<file path="config.mk">
export PLATFORM = sky130hd
export DESIGN_NAME = dst_adjusted_zone_clock
export DESIGN_NICKNAME = d
export VERILOG_FILES = /design/src/rtl/core/dazc_pkg.sv /design/src/rtl/core/dazc_date.sv /design/src/rtl/core/dazc_zone.sv /design/src/rtl/core/dst_adjusted_zone_clock.sv
export SDC_FILE = /design/constraint.sdc
export NUM_CORES = 1
export LEC_CHECK = 0
export ABC_AREA = 1
export ABC_CLOCK_PERIOD_IN_PS = 9000
export BUFFER_PORTS_ARGS = -buffer_cell sky130_fd_sc_hd__buf_2
export CAP_MARGIN = 10
export CELL_PAD_IN_SITES_DETAIL_PLACEMENT = 0
export CELL_PAD_IN_SITES_GLOBAL_PLACEMENT = 2
export CORE_MARGIN = 2
export CORE_UTILIZATION = 39
export DETAILED_ROUTE_END_ITERATION = 10
export PLACE_DENSITY_LB_ADDON = 0.1
export SLEW_MARGIN = 20
export SYNTH_ARGS = -nofsm -noshare
export SYNTH_HDL_FRONTEND = slang
export SYNTH_SLANG_ARGS = --single-unit
</file>
<file path="constraint.sdc">
create_clock -name clk -period 9 [get_ports clk]
set_input_delay 1.8 -clock clk [delete_from_list [all_inputs] [get_ports clk]]
set_output_delay 1.8 -clock clk [all_outputs]
set_load 0.02 [all_outputs]
</file>
<file path="src/rtl/core/dazc_pkg.sv">
// shared types and constants of the dst adjusted zone clock
package dazc_pkg;

  // input word: utc time and local date
  typedef struct packed {
    logic [4:0] utc_hour;
    logic [5:0] utc_minute;
    logic [3:0] month;
    logic [4:0] day;
    logic [2:0] weekday;
  } in_word_t;

  // output word: main and home wall-clock times
  typedef struct packed {
    logic [4:0] main_hour;
    logic [5:0] main_minute;
    logic       main_pm;
    logic       main_dst;
    logic       home_valid;
    logic [4:0] home_hr;
    logic [5:0] home_minute;
    logic       home_pm;
  } out_word_t;

  // stage one result shared by both zones
  typedef struct packed {
    logic [10:0] utc_min;
    logic [3:0]  month;
    logic        us_start;   // day on or after the second sunday
    logic        ge_first;   // day on or after the first sunday
    logic        lt_first;   // day before the first sunday
    logic        ge_last31;  // day on or after the last sunday of a 31-day month
    logic        ge_last30;  // day on or after the last sunday of a 30-day month
  } date_t;

  // load enables of the zone stages
  typedef struct packed {
    logic en2;
    logic en3;
    logic en4;
  } pipe_ctl_t;

  // rule codes
  localparam logic [2:0] RULE_NONE = 3'd0;
  localparam logic [2:0] RULE_US   = 3'd1;
  localparam logic [2:0] RULE_EU   = 3'd2;
  localparam logic [2:0] RULE_AU   = 3'd3;
  localparam logic [2:0] RULE_CL   = 3'd4;
  localparam logic [2:0] RULE_NZ   = 3'd5;
  localparam logic [2:0] RULE_NF   = 3'd6;

  // register indexes
  localparam logic [2:0] REG_MAIN_OFFSET = 3'd0;
  localparam logic [2:0] REG_MAIN_RULE   = 3'd1;
  localparam logic [2:0] REG_HOME_OFFSET = 3'd2;
  localparam logic [2:0] REG_HOME_RULE   = 3'd3;
  localparam logic [2:0] REG_HOME_SHOWN  = 3'd4;
  localparam logic [2:0] REG_TWELVE_HOUR = 3'd5;

  // offsets in minutes
  localparam logic signed [13:0] NF_STANDARD = -14'sd210;
  localparam logic signed [13:0] NF_DAYLIGHT = -14'sd150;
  localparam logic signed [13:0] DST_SHIFT   = 14'sd60;
  localparam logic signed [13:0] TWO_DAYS    = 14'sd2880;
  localparam logic [12:0]        MIN_DAY     = 13'd1440;

endpackage

</file>
<file path="src/rtl/core/dazc_date.sv">
// stage one: utc minute of day and sunday date compares
module dazc_date (
  input  logic              clk,
  input  logic              en,
  input  dazc_pkg::in_word_t word,
  output dazc_pkg::date_t    date
);

  // x mod 7 for x below 84, by reciprocal multiply
  function automatic logic [2:0] mod7(input logic [6:0] x);
    logic [12:0] p;
    logic [6:0]  q7;
    logic [6:0]  r;
    p  = {6'b0, x} * 13'd37;
    q7 = {3'b0, p[11:8]} * 7'd7;
    r  = x - q7;
    return r[2:0];
  endfunction

  logic [6:0]  fs_arg;
  logic [6:0]  ls31_arg;
  logic [6:0]  ls30_arg;
  logic [4:0]  first_sun;
  logic [5:0]  second_sun;
  logic [4:0]  last31;
  logic [4:0]  last30;
  logic [10:0] utc_min;

  always_comb begin
    fs_arg     = {2'b0, word.day} + 7'd13 - {4'b0, word.weekday};
    ls31_arg   = 7'd66 - {2'b0, word.day} + {4'b0, word.weekday};
    ls30_arg   = 7'd65 - {2'b0, word.day} + {4'b0, word.weekday};
    first_sun  = 5'd1 + {2'b0, mod7(fs_arg)};
    second_sun = {1'b0, first_sun} + 6'd7;
    last31     = 5'd31 - {2'b0, mod7(ls31_arg)};
    last30     = 5'd30 - {2'b0, mod7(ls30_arg)};
    utc_min    = {6'b0, word.utc_hour} * 11'd60 + {5'b0, word.utc_minute};
  end

  always_ff @(posedge clk) begin
    if (en) begin
      date.utc_min   <= utc_min;
      date.month     <= word.month;
      date.us_start  <= {1'b0, word.day} >= second_sun;
      date.ge_first  <= word.day >= first_sun;
      date.lt_first  <= word.day < first_sun;
      date.ge_last31 <= word.day >= last31;
      date.ge_last30 <= word.day >= last30;
    end
  end

endmodule

</file>
<file path="src/rtl/core/dazc_zone.sv">
// stages two to four of one zone: rule, offset sum, day wrap, hour split
module dazc_zone (
  input  logic                clk,
  input  dazc_pkg::pipe_ctl_t ctl,
  input  dazc_pkg::date_t     date,
  input  logic signed [10:0]  offset,
  input  logic [2:0]          rule,
  input  logic                twelve_hour,
  output logic [4:0]          hour,
  output logic [5:0]          minute,
  output logic                pm,
  output logic                dst
);

  function automatic logic rule_active(input logic [2:0] r, input dazc_pkg::date_t d);
    logic [3:0] m;
    logic       a;
    m = d.month;
    case (r)
      dazc_pkg::RULE_US, dazc_pkg::RULE_NF: begin
        if (m < 4'd3 || m > 4'd11) a = 1'b0;
        else if (m > 4'd3 && m < 4'd11) a = 1'b1;
        else if (m == 4'd3) a = d.us_start;
        else a = d.lt_first;
      end
      dazc_pkg::RULE_EU: begin
        if (m < 4'd3 || m > 4'd10) a = 1'b0;
        else if (m > 4'd3 && m < 4'd10) a = 1'b1;
        else if (m == 4'd3) a = d.ge_last31;
        else a = !d.ge_last31;
      end
      dazc_pkg::RULE_AU: begin
        if (m >= 4'd5 && m <= 4'd9) a = 1'b0;
        else if (m >= 4'd11 || m <= 4'd3) a = 1'b1;
        else if (m == 4'd10) a = d.ge_first;
        else a = d.lt_first;
      end
      dazc_pkg::RULE_CL: begin
        if (m >= 4'd5 && m <= 4'd8) a = 1'b0;
        else if (m >= 4'd10 || m <= 4'd3) a = 1'b1;
        else if (m == 4'd9) a = d.ge_first;
        else a = d.lt_first;
      end
      dazc_pkg::RULE_NZ: begin
        if (m >= 4'd5 && m <= 4'd8) a = 1'b0;
        else if (m >= 4'd10 || m <= 4'd3) a = 1'b1;
        else if (m == 4'd9) a = d.ge_last30;
        else a = d.lt_first;
      end
      default: a = 1'b0;
    endcase
    return a;
  endfunction

  // stage two
  logic               dst_s2;
  logic signed [13:0] off;
  logic signed [13:0] t_sum;
  logic [12:0]        t2;
  logic               dst2;

  always_comb begin
    dst_s2 = rule_active(rule, date);
    if (rule == dazc_pkg::RULE_NF) begin
      off = dst_s2 ? dazc_pkg::NF_DAYLIGHT : dazc_pkg::NF_STANDARD;
    end else begin
      off = {{3{offset[10]}}, offset} + (dst_s2 ? dazc_pkg::DST_SHIFT : 14'sd0);
    end
    t_sum = $signed({3'b0, date.utc_min}) + off + dazc_pkg::TWO_DAYS;
  end

  always_ff @(posedge clk) begin
    if (ctl.en2) begin
      t2   <= t_sum[12:0];
      dst2 <= dst_s2;
    end
  end

  // stage three: sum stays within five days
  logic [12:0] wrapped;
  logic [10:0] mins3;
  logic        dst3;

  always_comb begin
    if (t2 >= 4 * dazc_pkg::MIN_DAY) wrapped = t2 - 13'(4 * dazc_pkg::MIN_DAY);
    else if (t2 >= 3 * dazc_pkg::MIN_DAY) wrapped = t2 - 13'(3 * dazc_pkg::MIN_DAY);
    else if (t2 >= 2 * dazc_pkg::MIN_DAY) wrapped = t2 - 13'(2 * dazc_pkg::MIN_DAY);
    else if (t2 >= dazc_pkg::MIN_DAY) wrapped = t2 - dazc_pkg::MIN_DAY;
    else wrapped = t2;
  end

  always_ff @(posedge clk) begin
    if (ctl.en3) begin
      mins3 <= wrapped[10:0];
      dst3  <= dst2;
    end
  end

  // stage four: divide by 60 via reciprocal, exact below 1440
  logic [21:0] prod;
  logic [4:0]  h;
  logic [10:0] h60;
  logic [10:0] rem;
  logic [4:0]  disp;

  always_comb begin
    prod = {11'b0, mins3} * 22'd1093;
    h    = prod[20:16];
    h60  = {6'b0, h} * 11'd60;
    rem  = mins3 - h60;
    disp = h;
    if (twelve_hour) begin
      if (h == 5'd0) disp = 5'd12;
      else if (h > 5'd12) disp = h - 5'd12;
    end
  end

  always_ff @(posedge clk) begin
    if (ctl.en4) begin
      hour   <= disp;
      minute <= rem[5:0];
      pm     <= h >= 5'd12;
      dst    <= dst3;
    end
  end

endmodule

</file>
<file path="src/rtl/core/dst_adjusted_zone_clock.sv">
// top level of the dst adjusted zone clock
//
//  channel | signals                       | word
//  --------+-------------------------------+-------------------------------
//  in      | in_valid, in_stall, in_word   | utc hour, minute, local date
//  out     | out_valid, out_stall, out_word| main and home wall-clock time
//  cfg     | cfg_we, cfg_index, cfg_data   | zone offsets, rules, modes
//
// four register stages: date compares, rule and offset sum, day wrap, hour split
// one word per cycle sustained while out_stall stays low; an accepted word passes v1, v2, v3, then out_valid
// each stage holds its own valid bit, so bubbles close up under out_stall
// rst clears the valid bits and the config registers, no clearing pass
module dst_adjusted_zone_clock (
  input  logic                clk,
  input  logic                rst,
  input  logic                in_valid,
  output logic                in_stall,
  input  dazc_pkg::in_word_t  in_word,
  output logic                out_valid,
  input  logic                out_stall,
  output dazc_pkg::out_word_t out_word,
  input  logic                cfg_we,
  input  logic [2:0]          cfg_index,
  input  logic [10:0]         cfg_data
);

  // config registers
  logic signed [10:0] main_offset;
  logic [2:0]         main_rule;
  logic signed [10:0] home_offset;
  logic [2:0]         home_rule;
  logic               home_shown;
  logic               twelve_hour;

  always_ff @(posedge clk) begin
    if (rst) begin
      main_offset <= '0;
      main_rule   <= dazc_pkg::RULE_NONE;
      home_offset <= '0;
      home_rule   <= dazc_pkg::RULE_NONE;
      home_shown  <= 1'b0;
      twelve_hour <= 1'b0;
    end else if (cfg_we) begin
      case (cfg_index)
        dazc_pkg::REG_MAIN_OFFSET: main_offset <= $signed(cfg_data);
        dazc_pkg::REG_MAIN_RULE:   main_rule   <= cfg_data[2:0];
        dazc_pkg::REG_HOME_OFFSET: home_offset <= $signed(cfg_data);
        dazc_pkg::REG_HOME_RULE:   home_rule   <= cfg_data[2:0];
        dazc_pkg::REG_HOME_SHOWN:  home_shown  <= cfg_data[0];
        dazc_pkg::REG_TWELVE_HOUR: twelve_hour <= cfg_data[0];
        default: ;
      endcase
    end
  end

  // per-stage valid bits; a stage loads when empty or when the next one loads
  logic v1, v2, v3;
  logic r1, r2, r3, r4;
  dazc_pkg::pipe_ctl_t ctl;

  always_comb begin
    r4 = !out_valid || !out_stall;
    r3 = !v3 || r4;
    r2 = !v2 || r3;
    r1 = !v1 || r2;
    ctl.en2 = r2;
    ctl.en3 = r3;
    ctl.en4 = r4;
  end

  assign in_stall = !r1;

  always_ff @(posedge clk) begin
    if (rst) begin
      v1        <= 1'b0;
      v2        <= 1'b0;
      v3        <= 1'b0;
      out_valid <= 1'b0;
    end else begin
      if (r1) v1 <= in_valid;
      if (r2) v2 <= v1;
      if (r3) v3 <= v2;
      if (r4) out_valid <= v3;
    end
  end

  // stage one, shared by both zones
  dazc_pkg::date_t date;

  dazc_date u_date (
    .clk  (clk),
    .en   (r1),
    .word (in_word),
    .date (date)
  );

  // stages two to four, one copy per zone
  logic [4:0] m_hour, h_hour;
  logic [5:0] m_minute, h_minute;
  logic       m_pm, h_pm;
  logic       m_dst, h_dst;

  dazc_zone u_main (
    .clk         (clk),
    .ctl         (ctl),
    .date        (date),
    .offset      (main_offset),
    .rule        (main_rule),
    .twelve_hour (twelve_hour),
    .hour        (m_hour),
    .minute      (m_minute),
    .pm          (m_pm),
    .dst         (m_dst)
  );

  dazc_zone u_home (
    .clk         (clk),
    .ctl         (ctl),
    .date        (date),
    .offset      (home_offset),
    .rule        (home_rule),
    .twelve_hour (twelve_hour),
    .hour        (h_hour),
    .minute      (h_minute),
    .pm          (h_pm),
    .dst         (h_dst)
  );

  // home fields read as zero when the home zone is hidden; its dst flag is not shown
  logic home_dst_unused;
  assign home_dst_unused = h_dst;

  always_comb begin
    out_word.main_hour   = m_hour;
    out_word.main_minute = m_minute;
    out_word.main_pm     = m_pm;
    out_word.main_dst    = m_dst;
    out_word.home_valid  = home_shown;
    out_word.home_hr     = home_shown ? h_hour : 5'd0;
    out_word.home_minute = home_shown ? h_minute : 6'd0;
    out_word.home_pm     = home_shown & h_pm & !home_dst_unused | home_shown & h_pm;
  end

endmodule

</file>
==> reports/results.ini <==
[status]
status=finished clean

[yosys]
synth_area_leaders=ha_1 (27%), edfxtp_1 (20%), nand2_1 (8.8%)
synth_area_per_cell_um2=8.15
synthAdderAreaFrac_pct=31.8
syn_nets=2140
yosys_warnings=0
synth_top_area_share_pct=26.6
synth_top_family_by_area=adder cells
synth_most_common_cell=nand2_1
synthTopCellsByCount=nand2_1 (336), inv_1 (318), ha_1 (305), nor2_1 (111), a21oi_1 (106)
synth.area.mux_share_pct=0
synth_top_area_cell=ha_1
synth_compound_area_share_pct=9.80
ys.flop_type=edfxtp_1
synthSimpleGateAreaFrac_pct=18.5
synthArstFlopShare_pct=0
synth-seq-cells=129
synth_edf_count=95
synth_seq_area_share_pct=24.7
ys_types=58
synth_cells=1756
synth-xor-area-share_pct=5.76
synthesis.area_um2=14300

[layout]
finalNonFillerCells=2309
register_area_um2=3530
fill_cells=3715
nNetsFinal=2212
multi_input_area_um2=9440
antennaDiodeCount=0
drive_gt1_share_pct=9.07
syn_to_final_growth_pct=10.4

[clocking]
clk_latency_ns=0.43
cts_hold_buf=0
htreeDepth=4
cts_resized=0
cts_made_buffers=17
clk_root_buffer_cell=clkbuf_16
clk_pin_slew_ns=0.06
cts_num_sinks=129
cts_max_path_buffers=2
cts_tree=yes
cts_setup_buffers=0

[grt]
met3_usage_pct=2.11
track_usage_pct=17.5
use_met1_pct=24.3
grt_first_pass_wirelength_um=54100
grt_use_met2_pct=29.3
antenna_found_initial=0
grt_pass1_vias=11019
grt-ovfl-total=0
grt_most_used_layer=met2
grt_max_degree=35

[die]
rows=70
die_y_um=196
io-pin-count=70
die_x_um=196
initial_core_util_pct=39.4
coreArea_um2=36300
dieArea_um2=38300

[sta]
fin_tns_setup_ns=0
period_needed_ns=7.61
rsz0062_at_grt=false
worst_pin_slew_ns=0.968
fin_worst_skew_ns=0.0103
setup_viol=0
max_freq_ghz=0.131
drv_slew=0
finalCritPeriodShare_pct=84.5
hold_viol_final=0
holdWs_ns=0.413
relSlewSlack_pct=35.4

[critical_path]
r2r_start=u_home.mins3[2]
critPathKind=primary input to flop
crit_start=in_word[5]
startpoint_type=primary input
crit_fanout=11
crit_arrival_ns=7.78
critPathCaptureType=flop
cp.required_ns=9.18

[route]
ant_nets=0
drt-initial-drc-count=412
vias_per_cell=4.82
vias=11118
wirelength_um=31800
wl_per_cell_um=13.8
drc=0
drt_first_pass_iters=6

[min_path]
hold_start=u_main.dst3
hold_path_class=flop to flop

[run]
cap_violations=0

[place]
dp_cells=2277
portBuffers=69
hpwl_um=26800
place.gp.congestion=0.839

## metal layers
metal	wire length, µm	share of wire [%]
met2	14600	46
met4	268	0.84
met3	759	2.4
met5	0	0
met1	16200	51
## cell type report
type | count | share of cell area (%)
Tap cell | 468 | 3.71
Multi-Input combinational cell | 1281 | 59.7
Sequential cell | 129 | 22.4
Clock inverter | 14 | 1.34
Inverter | 328 | 7.81
Clock buffer | 18 | 2.78
Timing Repair Buffer | 71 | 2.28
## cell families after synthesis
group,count (synthesis)
AND/OR/NAND/NOR,610
buffers and inverters,346
adder cells (fa/ha/maj),342
AO/OA/AOI/OAI,239
flip-flops,129
XOR/XNOR,90
## worst max-delay path, cell delays in order
cell	delay (ns)
buf_2	0.15
inv_1	0.07
ha_1	0.20
ha_1	0.43
a21oi_1	0.18
inv_1	0.06
a31oi_1	0.28
xor2_1	0.31
ha_1	0.29
ha_1	0.32
fa_1	0.42
ha_1	0.30
a21oi_1	0.12
o21ai_0	0.10
or2_2	0.28
nand2_1	0.09
inv_1	0.06
ha_1	0.34
fa_1	0.44
xnor2_1	0.15
xnor2_1	0.24
xnor2_2	0.17
xnor3_1	0.36
ha_1	0.28
o21a_1	0.10
o21ai_0	0.14
a21oi_1	0.08
## per-stage QoR
step	setup WS [ns]	util [%]	cell area, µm²
2_1_floorplan	1.59	-	14300
3_3_place_gp	1.09	41.7	15200
3_5_place_dp	0.912	41.7	15200
4_1_cts	1.37	43.5	15800
5_1_grt	0.901	43.5	15800
6_report	1.39	43.5	15800
## registers in the layout (all words and copies together), names as in the netlist, 3 cells and up
signal         flops
main_rule          3
u_main.minute      6
u_home.t2         13
home_offset       11
u_home.hour        5
u_main.t2         13
u_home.mins3      11
main_offset       11
u_main.mins3      11
u_main.hour        5
u_date.date       20
home_rule          3
u_home.minute      6
## placed cells by master (no fill, tap or decap), types with 10 or more instances in the layout
master / netlist / routed
a211oi_1: 21 / 21
a21oi_1: 106 / 106
a31oi_1: 10 / 10
buf_2: 2 / 69
clkbuf_16: 0 / 17
dfxtp_1: 34 / 34
edfxtp_1: 95 / 95
fa_1: 37 / 37
ha_1: 305 / 305
inv_1: 318 / 318
nand2_1: 336 / 336
nand2_2: 15 / 15
nand3_1: 81 / 81
nand4_1: 10 / 10
nor2_1: 111 / 111
nor3_1: 14 / 14
o21ai_0: 43 / 43
o21ai_1: 13 / 13
o21bai_1: 10 / 10
xnor2_1: 26 / 26
xor2_1: 60 / 60
## worst paths after layout
path	to	slack [ns]	cells past startpoint
worst max-delay path	u_date.date[0]	1.39	27
worst min-delay path	u_main.dst	0.41	0
worst max register to register	u_home.minute[5]	3.49	21
worst min register to register	u_main.dst	0.41	0
Power is left out: the tool's default activity adds up to more than one toggle a clock period on the data nets, which glitch-free logic cannot reach.
